==> src/design/qdr_pkg.sv <==
// ----------------------------------------------------------------------------
// qdr_pkg
// shared constants, types and the pin pattern table of the quadrature readout
// ----------------------------------------------------------------------------
`default_nettype none

package qdr_pkg;

  localparam int unsigned NumChannelsDefault = 3;
  localparam int unsigned MaxReadChannels    = 3;
  localparam int unsigned PinsWidth          = 6;
  localparam int unsigned WordWidth          = 16;
  localparam int unsigned ByteWidth          = 8;
  localparam int unsigned ReplyBytes         = 2 * MaxReadChannels;
  localparam int unsigned ReplyWidth         = ReplyBytes * ByteWidth;
  localparam int unsigned CountWidth         = $clog2(ReplyBytes + 1);

  localparam logic [WordWidth-1:0] PositionReset = 16'd10000;
  localparam logic [WordWidth-1:0] PresetReset   = 16'd9700;
  localparam logic [WordWidth-1:0] PositionMax   = 16'hFFFF;

  // request kinds
  localparam logic OpSample  = 1'b0;
  localparam logic OpCommand = 1'b1;

  // command bytes
  localparam logic [ByteWidth-1:0] CmdReadPos  = 8'h55;
  localparam logic [ByteWidth-1:0] CmdReadErr  = 8'hAA;
  localparam logic [ByteWidth-1:0] CmdResetPos = 8'hBB;

  // phase steps
  localparam logic [1:0] StepNone = 2'd0;
  localparam logic [1:0] StepFwd  = 2'd1;
  localparam logic [1:0] StepJump = 2'd2;
  localparam logic [1:0] StepRev  = 2'd3;

  typedef struct packed {
    logic sample;
    logic load;
  } chan_ctrl_t;

  typedef struct packed {
    logic                  load;
    logic [ReplyWidth-1:0] data;
    logic [CountWidth-1:0] count;
  } reply_load_t;

  // gray sequence index of a pin pattern (pin1 pin0)
  function automatic logic [1:0] pattern_to_phase(input logic [1:0] pat);
    logic [1:0] idx;
    unique case (pat)
      2'b00:   idx = 2'd0;
      2'b01:   idx = 2'd3;
      2'b10:   idx = 2'd1;
      default: idx = 2'd2;
    endcase
    return idx;
  endfunction

endpackage

`default_nettype wire

==> src/design/qdr_ifs.sv <==
// ----------------------------------------------------------------------------
// qdr interfaces
// request, reply and preset write channels with valid/ready handshakes
// ----------------------------------------------------------------------------
`default_nettype none

interface qdr_req_if;
  logic       valid;
  logic       ready;
  logic       op;
  logic [5:0] pins;
  logic [7:0] command_byte;
  modport source (output valid, op, pins, command_byte, input ready);
  modport sink   (input valid, op, pins, command_byte, output ready);
endinterface

interface qdr_reply_if;
  logic       valid;
  logic       ready;
  logic [7:0] tx_byte;
  logic       last;
  modport source (output valid, tx_byte, last, input ready);
  modport sink   (input valid, tx_byte, last, output ready);
endinterface

interface qdr_cfg_if;
  logic        valid;
  logic        ready;
  logic [15:0] position_preset;
  modport source (output valid, position_preset, input ready);
  modport sink   (input valid, position_preset, output ready);
endinterface

`default_nettype wire

==> src/design/qdr_channel.sv <==
// ----------------------------------------------------------------------------
// qdr_channel
// one decoder channel: phase, position and error count
// ----------------------------------------------------------------------------
`default_nettype none

module qdr_channel
  import qdr_pkg::*;
(
  input  wire logic                 clk,
  input  wire logic                 rst,
  input  wire chan_ctrl_t           ctrl,
  input  wire logic [1:0]           pat,
  input  wire logic [WordWidth-1:0] preset,
  output logic      [WordWidth-1:0] position,
  output logic      [WordWidth-1:0] error_count
);

  logic [1:0]           phase;
  logic [1:0]           phase_next;
  logic [1:0]           step;
  logic [WordWidth-1:0] pos_base;
  logic [WordWidth-1:0] position_next;
  logic [WordWidth-1:0] error_count_next;

  always_comb begin
    phase_next       = pattern_to_phase(pat);
    step             = phase_next - phase;
    // the all-ones position folds to zero ahead of every sample
    pos_base         = (position == PositionMax) ? '0 : position;
    position_next    = pos_base;
    error_count_next = error_count;
    unique case (step)
      StepFwd:  position_next    = pos_base + 1'b1;
      StepRev:  position_next    = pos_base - 1'b1;
      StepJump: error_count_next = error_count + 1'b1;
      default:  position_next    = pos_base;
    endcase
  end

  always_ff @(posedge clk) begin
    if (rst) begin
      phase       <= '0;
      position    <= PositionReset;
      error_count <= '0;
    end else if (ctrl.sample) begin
      phase       <= phase_next;
      position    <= position_next;
      error_count <= error_count_next;
    end else if (ctrl.load) begin
      position <= preset;
    end
  end

endmodule

`default_nettype wire

==> src/design/qdr_reply.sv <==
// ----------------------------------------------------------------------------
// qdr_reply
// reply byte buffer, shifts out one byte per accepted tx handshake
// ----------------------------------------------------------------------------
`default_nettype none

module qdr_reply
  import qdr_pkg::*;
(
  input  wire logic        clk,
  input  wire logic        rst,
  input  wire reply_load_t ld,
  output logic             free,
  qdr_reply_if.source      tx
);

  logic [ReplyWidth-1:0] bytes;
  logic [CountWidth-1:0] count;
  logic                  take;

  assign take       = tx.valid && tx.ready;
  assign free       = (count == '0) || ((count == CountWidth'(1)) && take);
  assign tx.valid   = (count != '0);
  assign tx.tx_byte = bytes[ByteWidth-1:0];
  assign tx.last    = (count == CountWidth'(1));

  always_ff @(posedge clk) begin
    if (rst) begin
      count <= '0;
    end else if (ld.load) begin
      count <= ld.count;
    end else if (take) begin
      count <= count - 1'b1;
    end
  end

  always_ff @(posedge clk) begin
    if (ld.load) begin
      bytes <= ld.data;
    end else if (take) begin
      bytes <= bytes >> ByteWidth;
    end
  end

endmodule

`default_nettype wire

==> src/design/quadrature_decoder_3ch_readout_top.sv <==
// ----------------------------------------------------------------------------
// quadrature_decoder_3ch_readout_top
// multi-channel quadrature decoder with a byte command readout
// ----------------------------------------------------------------------------
//
// channel  role   payload                       handshake
// rx       sink   op, pins[5:0], command_byte   valid / ready
// tx       source tx_byte[7:0], last            valid / ready
// cfg      sink   position_preset[15:0]         valid / ready (always ready)
//
// a request is registered on entry and worked from there; the block takes a
// request every cycle unless a command waits there for the reply buffer
// a read or reset-position command fills the reply buffer, which then shifts
// out one byte per cycle while tx is ready (up to six); a further such command
// waits in the entry register until the buffer is free, pin samples in the
// meantime are not held up unless a command sits ahead of them
// reset (rst, synchronous) sets phases to 0, positions to 10000, error counts
// to 0, the preset to 9700 and empties the entry register and reply buffer
// ----------------------------------------------------------------------------
`default_nettype none

module quadrature_decoder_3ch_readout_top
  import qdr_pkg::*;
#(
  parameter int unsigned NUM_CHANNELS = NumChannelsDefault
) (
  input  wire logic   clk,
  input  wire logic   rst,
  qdr_req_if.sink     rx,
  qdr_reply_if.source tx,
  qdr_cfg_if.sink     cfg
);

  // channels that a read covers
  localparam int unsigned ReadCh = (NUM_CHANNELS < MaxReadChannels) ?
                                   NUM_CHANNELS : MaxReadChannels;
  localparam logic [CountWidth-1:0] ReadBytes = CountWidth'(2 * ReadCh);

  // entry register
  logic                 st_valid;
  logic                 st_op;
  logic [PinsWidth-1:0] st_pins;
  logic [ByteWidth-1:0] st_cmd;

  logic [WordWidth-1:0] preset;

  logic [WordWidth-1:0] position    [NUM_CHANNELS];
  logic [WordWidth-1:0] error_count [NUM_CHANNELS];

  logic        is_read_pos;
  logic        is_read_err;
  logic        is_reset_pos;
  logic        needs_reply;
  logic        reply_free;
  logic        advance;
  chan_ctrl_t  chan_ctrl;
  reply_load_t reply_ld;

  // preset register, written whenever the host offers it
  assign cfg.ready = 1'b1;

  always_ff @(posedge clk) begin
    if (rst) begin
      preset <= PresetReset;
    end else if (cfg.valid) begin
      preset <= cfg.position_preset;
    end
  end

  // decode the held command
  always_comb begin
    is_read_pos  = 1'b0;
    is_read_err  = 1'b0;
    is_reset_pos = 1'b0;
    unique case (st_cmd)
      CmdReadPos:  is_read_pos  = 1'b1;
      CmdReadErr:  is_read_err  = 1'b1;
      CmdResetPos: is_reset_pos = 1'b1;
      default:     is_read_pos  = 1'b0;
    endcase
  end

  // commands that answer need the reply buffer; everything else moves on
  assign needs_reply = (st_op == OpCommand) &&
                       (is_read_pos || is_read_err || is_reset_pos);
  assign advance     = st_valid && (!needs_reply || reply_free);
  assign rx.ready    = !st_valid || advance;

  always_ff @(posedge clk) begin
    if (rst) begin
      st_valid <= 1'b0;
    end else if (rx.ready) begin
      st_valid <= rx.valid;
    end
  end

  always_ff @(posedge clk) begin
    if (rx.ready && rx.valid) begin
      st_op   <= rx.op;
      st_pins <= rx.pins;
      st_cmd  <= rx.command_byte;
    end
  end

  assign chan_ctrl.sample = advance && (st_op == OpSample);
  assign chan_ctrl.load   = advance && (st_op == OpCommand) && is_reset_pos;

  // one decoder per channel; channels past the pin field see pattern 00
  for (genvar ch = 0; ch < NUM_CHANNELS; ch++) begin : g_chan
    logic [1:0] pat;
    if (2 * ch + 1 < PinsWidth) begin : g_pins
      assign pat = st_pins[2*ch+1:2*ch];
    end else begin : g_nopins
      assign pat = 2'b00;
    end

    qdr_channel u_channel (
      .clk         (clk),
      .rst         (rst),
      .ctrl        (chan_ctrl),
      .pat         (pat),
      .preset      (preset),
      .position    (position[ch]),
      .error_count (error_count[ch])
    );
  end

  // reply payload: words low byte first, channel 0 first; reset gives one zero
  always_comb begin
    reply_ld.load  = advance && needs_reply;
    reply_ld.data  = '0;
    reply_ld.count = ReadBytes;
    if (is_reset_pos) begin
      reply_ld.count = CountWidth'(1);
    end else begin
      for (int i = 0; i < ReadCh; i++) begin
        reply_ld.data[i*WordWidth +: WordWidth] =
          is_read_pos ? position[i] : error_count[i];
      end
    end
  end

  qdr_reply u_reply (
    .clk  (clk),
    .rst  (rst),
    .ld   (reply_ld),
    .free (reply_free),
    .tx   (tx)
  );

endmodule

`default_nettype wire
==> src/flat_wrapper.sv <==
// flat-port wrapper written by rule: the top's interface ports become plain ports
module quadrature_decoder_3ch_readout_top_flat import qdr_pkg::*;
#(
  parameter int unsigned NUM_CHANNELS = NumChannelsDefault
)
  (clk, rst, rx_valid, rx_op, rx_pins, rx_command_byte, rx_ready, tx_valid, tx_tx_byte, tx_last, tx_ready, cfg_valid, cfg_position_preset, cfg_ready);
  qdr_req_if rx_i ();
  qdr_reply_if tx_i ();
  qdr_cfg_if cfg_i ();
  input  wire logic clk;
  input  wire logic rst;
  input wire logic [$bits(rx_i.valid)-1:0] rx_valid;
  input wire logic [$bits(rx_i.op)-1:0] rx_op;
  input wire logic [$bits(rx_i.pins)-1:0] rx_pins;
  input wire logic [$bits(rx_i.command_byte)-1:0] rx_command_byte;
  output wire logic [$bits(rx_i.ready)-1:0] rx_ready;
  output wire logic [$bits(tx_i.valid)-1:0] tx_valid;
  output wire logic [$bits(tx_i.tx_byte)-1:0] tx_tx_byte;
  output wire logic [$bits(tx_i.last)-1:0] tx_last;
  input wire logic [$bits(tx_i.ready)-1:0] tx_ready;
  input wire logic [$bits(cfg_i.valid)-1:0] cfg_valid;
  input wire logic [$bits(cfg_i.position_preset)-1:0] cfg_position_preset;
  output wire logic [$bits(cfg_i.ready)-1:0] cfg_ready;
  assign rx_i.valid = rx_valid;
  assign rx_i.op = rx_op;
  assign rx_i.pins = rx_pins;
  assign rx_i.command_byte = rx_command_byte;
  assign rx_ready = rx_i.ready;
  assign tx_valid = tx_i.valid;
  assign tx_tx_byte = tx_i.tx_byte;
  assign tx_last = tx_i.last;
  assign tx_i.ready = tx_ready;
  assign cfg_i.valid = cfg_valid;
  assign cfg_i.position_preset = cfg_position_preset;
  assign cfg_ready = cfg_i.ready;
  quadrature_decoder_3ch_readout_top #(.NUM_CHANNELS(NUM_CHANNELS)) u_core (.clk(clk), .rst(rst), .rx(rx_i), .tx(tx_i), .cfg(cfg_i));
endmodule
==> config.mk <==
export PLATFORM = sky130hd
export DESIGN_NAME = quadrature_decoder_3ch_readout_top_flat
export DESIGN_NICKNAME = d
export VERILOG_FILES = /design/src/design/qdr_pkg.sv /design/src/design/qdr_ifs.sv /design/src/design/qdr_channel.sv /design/src/design/qdr_reply.sv /design/src/design/quadrature_decoder_3ch_readout_top.sv /design/src/flat_wrapper.sv
export SDC_FILE = /design/constraint.sdc
export NUM_CORES = 1
export LEC_CHECK = 0
export ABC_AREA = 1
export BUFFER_PORTS_ARGS = -buffer_cell sky130_fd_sc_hd__buf_2
export CORE_ASPECT_RATIO = 1.75
export CORE_MARGIN = 2
export CORE_UTILIZATION = 50
export DETAILED_ROUTE_END_ITERATION = 8
export PLACE_DENSITY = 0.75
export SYNTH_ARGS = -nofsm -noshare
export SYNTH_HDL_FRONTEND = slang
export SYNTH_HIERARCHICAL = 1
export SYNTH_SLANG_ARGS = --single-unit
==> constraint.sdc <==
create_clock -name clk -period 4.88 [get_ports clk]
set_input_delay 0.976 -clock clk [delete_from_list [all_inputs] [get_ports clk]]
set_output_delay 0.976 -clock clk [all_outputs]
set_load 0.05 [all_outputs]
Yosys cells after proc, flatten, opt, wreduce, memory -nomap -nowiden:

Cells that the tools add are included.

* add/subtract/negate cells: 13
* equality and inequality tests: 22
* muxes and demuxes: 25
* bitwise operators: 1
* reductions and logical operators: 26

Operator list (count)
* $mux W16: 10
* $mux W48: 3
* $add A16 B1 Y16 const B: 6
* $pmux W16 S2: 3
* $eq A16 B16 Y1 const B: 3
* $sub A16 B1 Y16 const B: 3
* $eq A2 B2 Y1 const B: 9
* $pmux W2 S3: 3
* $eq A8 B8 Y1 const B: 2
* $eq A2 B1 Y1 const B: 6
* $logic_and A1 B1 Y1: 9
* $mux W3: 3
* $eq A8 B7 Y1 const B: 1
* $logic_not A2 Y1: 3
* $reduce_and A2 Y1: 3
* $sub A2 B2 Y2: 3
* $logic_or A1 B1 Y1: 5
* $reduce_bool A2 Y1: 2
* $eq A3 B1 Y1 const B: 1
* $logic_not A3 Y1: 1
* $mux W1: 3
* $reduce_bool A3 Y1: 1
* $sub A3 B1 Y3 const B: 1
* $logic_not A1 Y1: 2
* $not A1 Y1: 1

* flip-flop bits (word level): 185
* input bits: 36
* logic and storage cells: 103

Depth between registers and ports, before layout:

Gate-level depths: netlist (run 1).

* word-level depth: 12
* depth in mapped cells: 22
* depth with buffers taken out: 22

Cells and area by module:

The synthesis (run 1) kept the hierarchy.

Modules (own cells, without submodules)
* qdr_channel: instances 3, cells each 443, area an instance 2792.7 µm², seq. area each 680.7 µm²
* qdr_reply: instances 1, cells each 243, area an instance 2321.0 µm², seq. area each 1501.4 µm²
* quadrature_decoder_3ch_readout_top: instances 1, cells each 288, area an instance 1903.1 µm², seq. area each 790.8 µm²

Worst setup path before layout (run 1):

OpenSTA, ideal clock, no wires.

* path kind: register to register
* from: reg u_core.st_pins[0]
* to: reg u_core.g_chan[0].u_channel.position[10]
* setup time: 0.119 ns
* data arrival time: 3.370 ns
* path slack: 1.391 ns
* stages on the path, launching flop included: 17
* clock period less this slack: 3.489 ns
* path through: edfxtp_1 > ha_1 > ha_1 > clkbuf_1 > nor2_1 > inv_1 > fa_1 > inv_1 > nand3_1 > nand2_1 > a21oi_1 > nor2_1 > nand2_1 > o21ai_0 > nor2_1 > o21ai_0 > nand2_1

* word-level cells in the longest chain between the ends: 6

RTL lines
* start: declaration: RTL line quadrature_decoder_3ch_readout_top.sv:42 `logic [PinsWidth-1:0] st_pins;`
* start signal: assignment: RTL line quadrature_decoder_3ch_readout_top.sv:100 `st_pins <= rx.pins;`
* $eq A2 B2 Y1, or another cell as far along: RTL line qdr_pkg.sv:51 `unique case (pat)`
* $pmux W2 S3 (*): RTL line qdr_pkg.sv:51
* $sub A2 B2 Y2 (*): RTL line qdr_channel.sv:28 `step = phase_next - phase;`
* $eq A2 B2 Y1 or $eq A2 B1 Y1 (tied branches): RTL line qdr_channel.sv:33 `unique case (step)`
* $pmux W16 S2 (*): RTL line qdr_channel.sv:33
* $mux W16 (*): RTL line qdr_channel.sv:46 `end else if (ctrl.sample) begin`
* end signal: assignment: RTL line qdr_channel.sv:44 `position <= PositionReset;`
* end signal: assignment: RTL line qdr_channel.sv:48 `position <= position_next;`
* end signal: assignment: RTL line qdr_channel.sv:51 `position <= preset;`
* end: declaration: RTL line qdr_channel.sv:15 `output logic [WordWidth-1:0] position,`

Mark *: on every way between the ends. The rest lies on a longest branch, timed or not.
A chain may end at the register's enable or synchronous reset.

Final worst setup path (run 1):

Ends and elaborated chain as after synthesis.

==> impl_results.md, run 1 <==
- Result of the run: completed
- Area fraction of the dominant cell type after synthesis: 0.1938
- Global routing met1 resource utilization: 0.2738
- Ports: 48
- Met2 capacity usage during global routing: 0.5324
- Psw: 1.406 mW
- TritonCTS Buffers: 17
- Global route total overflow: 0
- Crit path arrival time: 3.82 ns
- CTS Root Buffer Type: clkbuf_16
- Number of distinct library cell variants in the gate-level netlist after synthesis: 45
- Vias per inst: 5.474
- Worst reg2reg path depth: 19
- Critical Path Fanout Max: 15
- Part of the cycle the worst path needs: 0.7115
- Proportion of layout cells with a drive suffix above 1: 0.07819
- Antenna diode count: 0
- Synth Area in Simple Gates: 0.3126
- Transition time at the pin with the least slew margin: 0.8363 ns
- Number of failing setup endpoints in the final timing report: 0
- Count of buffers inserted at the top-level ports: 46
- Min-delay worst type: reg2reg
- Slowest cell on the critical path: fa_1
- CTS sink cnt: 185
- Net count after synthesis: 1956
- Worst path cell trace: ha_1 -> ha_1 -> xor2_1 -> nand2_1 -> nand2_4 -> nor2_1 -> buf_4 -> inv_1 -> fa_1 -> inv_1 -> nand3_1 -> nand2_1 -> a21oi_1 -> nor2_1 -> nand2_1 -> o21ai_0 -> nor2_1 -> o21ai_0 -> nand2_1
- Clock Skews: 0.01432 ns
- HPWL after detailed placement: 28220 microns
- Number of iterations in the first detailed-routing pass: 5
- Leakage power: 6.450 nW
- Post-Syn Area per Cell: 6.775 sq um
- Biggest cell delay along the critical path: 0.46 ns
- Gate family responsible for the most delay along the worst path: adder cells
- RSZ-0062 raised after global routing: no
- Critical path class: reg2reg
- Number of fill cells in the layout: 2483
- Resize count post-CTS: 0
- Ys Warns: 6
- Overall routing resource usage: 0.2863
- Power density relative to cell area: 311.9 nW/um^2
- Share of total power in sequential cells: 0.441
- Largest family of logic cells by synthesized area: simple AND/OR/NAND/NOR gates
- Met3 usage: 0.03271
- Depth of the worst hold-timing path: 2
- Max-capacitance violation count: 0
- Post-CTS setup buffer count: 0
- Starting Density: 0.5097
- DR vias: 12.00k
- Complex-gate fraction of the synthesized area: 0.1560
- Routed Antenna Nets: 0
- Seq/Total Area, Yosys: 0.3439
- Clk network pwr share: 0.320
- Critical path endpoint category: register
- Horizontal die dimension: 124.0 microns
- Int Pwr: 2.779 mW
- Number of DRC markers in iteration 0: 748
- Final critical-path required period: 3.472 ns
- Number of synthesized register bits: 185
- Logic pwr share: 0.240
- Highest Clock Rate: 288.0 MHz
- Total die area: 26540 sq um
- Wire length per cell: 16.80 microns
- GR peak layer: met2
- Number of H-tree levels: 4
- Placement Rows: 76
- Max Buffers Root-to-Sink: 2
- Height of the die: 214.0 microns
- Post-synthesis share of cell area spent on full adders, half adders and majority gates: 0.06136
- Worst voltage drop across the vdd grid: 0.2627 mV
- Maximum number of pins on one net before global-route repair: 54
- Standard cell core area: 24720 sq um
- First-pass GRT wire length: 58170 microns
- Largest cells by area after synthesis: dfxtp_1 (19%), edfxtp_1 (15%), nand2_1 (14%)
- Layout Area Growth over Synthesis: 6.463%
- Cell repeated most along the worst path: nand2_1
- Remaining design rule violation count: 0
- Clk_lat worst skew: 0.46 ns
- Worst slew margin relative to its limit: 0.4405
- Mux contribution to synthesized area: 0
- Vias in the first global route: 11.77k
- Clock edge transition at the registers on the reported setup and hold paths: 0.07 ns
- Drt total wl: 36820 microns
- Number of hold violations in the final report: 0
- Critical Path Source Type: register
- Netlist area before placement: 12600 sq um
- Net switching share of the total power: 0.3360
- Total power after layout: 4.185 mW
- Total number of nets in the final design: 1963
- WP depth: 19
- Number of antenna violations at the first check in global routing: 0
- Synth area leader: dfxtp_1
- Number of buffers inserted for hold repair after clock tree synthesis: 0
- Final Wtd Congestion: 1.019
- Required time at the endpoint of the critical path: 5.23 ns
- Max-slew violations: 0
- Crit path buffers/inverters: 3
- Setup slack, reg-to-reg: 1.41 ns
- Number of instances in the synthesized netlist: 1860
- TNS Setup: 0 ns
- Post-synthesis share of cell area spent on xor and xnor gates: 0.01459
- TritonCTS clock tree: yes
[kinds of logic (layout without fill, tap and decap cells)]
family | after synthesis | after routing
AND/OR/NAND/NOR | 902 | 902
AO/OA/AOI/OAI | 365 | 365
buffers and inverters | 326 | 346
flip-flops | 185 | 185
adder cells (fa/ha/maj) | 60 | 60
XOR/XNOR | 21 | 21
other | 1 | 1
[tightest hold or removal path: cells and delay by family, from the launching register on]
family,cells,cell delay [ns]
AO/OA/AOI/OAI,1,0.05
flip-flops,1,0.33
buffers and inverters,1,0.05
[final timing paths]
check	startpoint	endpoint
setup / recovery	u_core/st_pins[0]	u_core/g_chan[0].u_channel/position[10]
hold / removal	u_core/g_chan[2].u_channel/error_count[12]	u_core/g_chan[2].u_channel/error_count[12]
setup reg to reg	u_core/st_pins[0]	u_core/g_chan[0].u_channel/position[10]
hold reg to reg	u_core/g_chan[2].u_channel/error_count[12]	u_core/g_chan[2].u_channel/error_count[12]
[state kept, by name (all words and copies together), names as in the netlist]
| name | cells |
|---|---|
| u_core/g_chan.u_channel/error_count | 48 |
| u_core/g_chan.u_channel/position | 48 |
| u_core/u_reply/bytes | 48 |
| u_core/preset | 16 |
| u_core/st_cmd | 8 |
| u_core/g_chan.u_channel/phase | 6 |
| u_core/st_pins | 6 |
| u_core/u_reply/count | 3 |
| u_core/st_op | 1 |
| u_core/st_valid | 1 |
[cell usage in the layout, fill, tap and decap left out, types with 4 or more instances in the layout]
master     Yosys  final
nand2_2       12     12
nand2_4        9      9
a21boi_0       9      9
nor2_4         6      6
buf_4          9      9
o221ai_1       6      6
o21a_1         6      6
o21ai_1       11     11
nand3_1       98     98
a21oi_1      126    126
a21oi_2        5      5
inv_2          5      5
o21ai_0      181    181
nor4_1         6      6
xor2_1        15     15
edfxtp_1      63     63
inv_1        253    252
nand4_1       10     10
buf_2         17     46
clkbuf_16      0     17
ha_1          57     57
nand2_1      478    478
nor2_1       227    226
xnor2_1        6      6
dfxtp_1      122    122
nor2_2         6      7
a31oi_1        6      6
inv_6          0      4
nor3_1        27     27
[metal layers]
layer,wire length (microns),share of wire
met3,1203,0.033
met5,0,0
met2,19760,0.54
met1,12620,0.34
met4,3247,0.088
[power groups by stage]
stage	Clock, mW	Combinational (mW)	Sequential [mW]
2_1_floorplan	0	0.760	1.84
3_3_place_gp	0	0.975	1.87
3_5_place_dp	0	0.988	1.87
4_1_cts	1.36	0.994	1.84
5_1_grt	1.41	1.13	1.85
6_report	1.34	1.00	1.84
[cell usage after synthesis]
cell	instances
xor2_1	15
conb_1	1
nor2_1	227
fa_1	3
nand3_4	3
nor2_2	6
o221ai_1	6
xnor2_1	6
a31oi_1	6
a21oi_1	126
a221oi_1	3
inv_1	253
ha_1	57
nor2_4	6
a21boi_0	9
nand2_2	12
o211ai_1	3
clkbuf_1	25
nor4_4	3
nand3_2	2
nor3_1	27
buf_6	16
o21a_1	6
and3_1	3
nor2_8	3
a211oi_1	3
and3_2	3
nor3_2	3
nor4_1	6
a21oi_2	5
nand3_1	98
and2_1	3
inv_4	1
o21bai_1	3
buf_4	9
o21bai_2	3
nand2_4	9
inv_2	5
o21ai_1	11
edfxtp_1	63
nand4_1	10
o21ai_0	181
dfxtp_1	122
buf_2	17
nand2_1	478
[area by class of cell]
type	count	area (sq um)	share of cell area
Clock buffer	20	436.7	0.03255
Timing Repair Buffer	55	297.8	0.02220
Sequential cell	185	4334	0.3230
Tap cell	312	390.4	0.02910
Inverter	259	974.7	0.07265
Clock inverter	12	113.9	0.008486
Multi-Input combinational cell	1349	6869	0.5120
[through the flow]
step	utilization	setup WS, ns	area [sq um]	std cells	hold slack, ns
after detailed placement	0.5204	1.454	12870	2160	0.4619
after global placement	0.5204	1.493	12870	2160	0.4525
final	0.5427	1.408	13420	2192	0.4741
after floorplan	-	1.391	12600	1860	0.4367
after CTS	0.5427	1.443	13420	2192	0.4745
after global routing	0.5427	1.012	13420	2192	0.4969
Power figures use the tool's default switching activity.
==> inputs of run 2 (changes only) <==
==> constraint.sdc (replaced) <==
create_clock -name clk -period 3.3 [get_ports clk]
set_input_delay 0.66 -clock clk [delete_from_list [all_inputs] [get_ports clk]]
set_output_delay 0.66 -clock clk [all_outputs]
set_load 0.05 [all_outputs]
==> run 2 against run 1 <==
Effect of this change:
- final area increased by 5.3%
- sequential share of layout area decreased by 1.6 points
- core utilization increased by 2.9 points
- wire length increased by 4.7%
- combinational power increased by 68%
- clock-buffer cell count increased by 2
- sequential power increased by 47%
- critical endpoint is now u_core/g_chan[0].u_channel/position[15]
- register-to-register slack got worse by 1.3 ns
- final cell count increased by 2.5%
==> impl_results.md, run 2 (synthesized netlist as in run 1, its figures left out) <==
- Result of the run: completed
- Slowest cell on the critical path: edfxtp_1
- Final Wtd Congestion: 1.005 (-1.4%)
- Min-delay worst type: in2reg
- Critical path endpoint category: register
- Total number of nets in the final design: 2017 (+2.8%)
- Clock Skews: 0.01339 ns (-0.0009378 ns)
- Clock edge transition at the registers on the reported setup and hold paths: 0.07 ns (about the same)
- Required time at the endpoint of the critical path: 3.69 ns (-1.54 ns)
- Critical hold path startpoint: rx_pins[2]
- Critical Path Fanout Max: 8 (-7)
- Worst setup slack after placement: -0.09468 ns (-1.548 ns)
- Top Registers: u_core/g_chan.u_channel/error_count: 48 flops, u_core/g_chan.u_channel/position: 48 flops, u_core/u_reply/bytes: 48 flops
- Wire length per cell: 17.17 microns (+2.2%)
- Drt total wl: 38560 microns (+4.7%)
- Number of DRC markers in iteration 0: 885 (+18%)
- Maximum number of pins on one net before global-route repair: 53 (-1.9%)
- Layout Area Growth over Synthesis: 12.10%
- Number of failing setup endpoints in the final timing report: 0 (unchanged)
- Sequential cell area: 4334 sq um (unchanged)
- Crit path arrival time: 3.58 ns (-0.24 ns)
- Worst reg2reg path depth: 18 (-1)
- Transition time at the pin with the least slew margin: 0.8289 ns (-0.007473 ns)
- Top library cells by usage in the layout, fill and taps aside: nand2_1 (475), inv_1 (250), nor2_1 (220), o21ai_0 (172), dfxtp_1 (122)
- Remaining design rule violation count: 0 (unchanged)
- Number of iterations in the first detailed-routing pass: 5 (unchanged)
- TritonCTS clock tree: yes
- Worst path cell trace: ha_4 -> ha_4 -> xor2_1 -> nand2_1 -> nand2_4 -> nor2_4 -> buf_6 -> ha_1 -> inv_1 -> o21ai_0 -> a21oi_1 -> nor2_1 -> nor3_2 -> buf_4 -> nand2_1 -> nand2_1 -> nand3_1 -> a21oi_2
- Depth of the worst hold-timing path: 1 (-1)
- Proportion of layout cells with a drive suffix above 1: 0.1293 (+0.05107)
- Total die area: 26540 sq um (unchanged)
- Capture endpoint of the worst hold path: u_core/st_pins[2]
- Vias in the first global route: 12.31k (+4.5%)
- Placement Rows: 76 (unchanged)
- Critical Path Source Type: register
- Setup slack, reg-to-reg: 0.11 ns (-1.30 ns)
- Vias per inst: 5.541 (+1.2%)
- Critical path class: reg2reg
- Most common library cell in the layout ignoring fill and taps: nand2_1
- Number of hold violations in the final report: 0 (unchanged)
- RSZ-0062 raised after global routing: yes
- Antenna diode count: 0 (unchanged)
- Leakage power: 6.737 nW (+4.4%)
- Number of fill cells in the layout: 2442 (-1.7%)
- Routed Antenna Nets: 0 (unchanged)
- Utilization of the core after routing: 0.5714 (+0.02875)
- Horizontal die dimension: 124.0 microns (unchanged)
- Worst Slack Setup Final: 0.1118 ns (-1.296 ns)
- Clk_lat worst skew: 0.46 ns (about the same)
- Standard cell core area: 24720 sq um (unchanged)
- Height of the die: 214.0 microns (unchanged)
- Biggest cell delay along the critical path: 0.44 ns (-0.02 ns)
- Count of buffers inserted at the top-level ports: 46 (unchanged)
- Cell repeated most along the worst path: nand2_1
- HPWL after detailed placement: 29300 microns (+3.8%)
- Ports: 48 (unchanged)
- First-pass GRT wire length: 61070 microns (+5.0%)
- CTS Root Buffer Type: clkbuf_16
- Part of the cycle the worst path needs: 0.9661 (+0.2546)
- Capture point of the worst reg-to-reg path: u_core/g_chan[0].u_channel/position[15]
- DR vias: 12.44k (+3.7%)
- Overall routing resource usage: 0.2999 (+0.01363)
- Global route total overflow: 0 (unchanged)
- Starting Density: 0.5097 (unchanged)
- Final critical-path required period: 3.188 ns (-0.2840 ns)
- Footprint of the multi-input gates: 7114 sq um (+3.6%)
- Worst slew margin relative to its limit: 0.4466 (+0.006152)
- Crit path buffers/inverters: 3 (unchanged)
- Highest Clock Rate: 313.7 MHz (+8.9%)
- Max-capacitance violation count: 0 (unchanged)
- Max-slew violations: 0 (unchanged)
- Worst voltage drop across the vdd grid: 0.3421 mV (+30%)
- CTS sink cnt: 185 (unchanged)
- Start of the worst register-to-register path: u_core/st_pins[0]
- Power density relative to cell area: 454.3 nW/um^2 (+46%)
- Number of antenna violations at the first check in global routing: 0 (unchanged)
- Number of H-tree levels: 4 (unchanged)
- Max Buffers Root-to-Sink: 2 (unchanged)
- Gate family responsible for the most delay along the worst path: simple AND/OR/NAND/NOR gates
- TritonCTS Buffers: 17 (unchanged)
==> run 2: metal layers <==
metal | track usage | routed length, microns | up-vias
li1 | - | - | 6135
met1 | 0.2823 | 12740 | 5666
met2 | 0.5418 | 20360 | 444
met3 | 0.05053 | 1616 | 199
met4 | 0.2528 | 3847 | 0
met5 | 0 | 0 | -
==> run 2: layout make-up <==
type                            count  area share
Clock buffer                       22     0.03507
Clock inverter                     10    0.005580
Sequential cell                   185      0.3068
Multi-Input combinational cell   1349      0.5036
Timing Repair Buffer              109     0.05234
Inverter                          259     0.06899
Tap cell                          312     0.02763
==> run 2: timing repair <==
item / 4_1_cts / 5_1_grt
pin swaps: 0 / 14
endpoints found under the setup margin: 2 / 28
setup buffers: 0 / 11
cloned: 0 / 0
hold buffers: 0 / 0
resized for setup: 4 / 61
==> run 2: worst max path at each step <==
stage	startpoint	to	slack, ns	depth (start not counted)
final	u_core/st_pins[0]	u_core/g_chan[0].u_channel/position[15]	0.11	18
after global routing	u_core/st_pins[0]	u_core/g_chan[0].u_channel/position[15]	-0.14	19
after CTS	u_core/st_pins[4]	u_core/g_chan[2].u_channel/position[15]	0.009	17
after detailed placement	u_core/st_pins[2]	u_core/g_chan[1].u_channel/position[15]	-0.09	18
after global placement	u_core/st_pins[2]	u_core/g_chan[1].u_channel/position[15]	-0.05	18
after floorplan	u_core/st_pins[0]	u_core/g_chan[0].u_channel/position[10]	0.04	16
==> run 2: report_power, final <==
group          total [mW]  switching, mW  internal, mW
Clock                2.02          0.944          1.08
Combinational        1.68           1.11         0.570
Sequential           2.71          0.107          2.61
Total                6.42           2.16          4.26
==> run 2: per-stage QoR <==
step | total power, mW | TNS, ns | cells | area, sq um | hold WS (ns)
final | 6.418 | 0 | 2246 | 14130 | 0.3742
after detailed placement | 4.303 | -0.1559 | 2203 | 13220 | 0.4593
after floorplan | 3.853 | 0 | 1860 | 12610 | 0.4367
after global placement | 4.279 | -0.08236 | 2203 | 13220 | 0.4503
after CTS | 6.322 | 0 | 2235 | 13810 | 0.3644
after global routing | 6.726 | -0.1719 | 2246 | 14130 | 0.3648
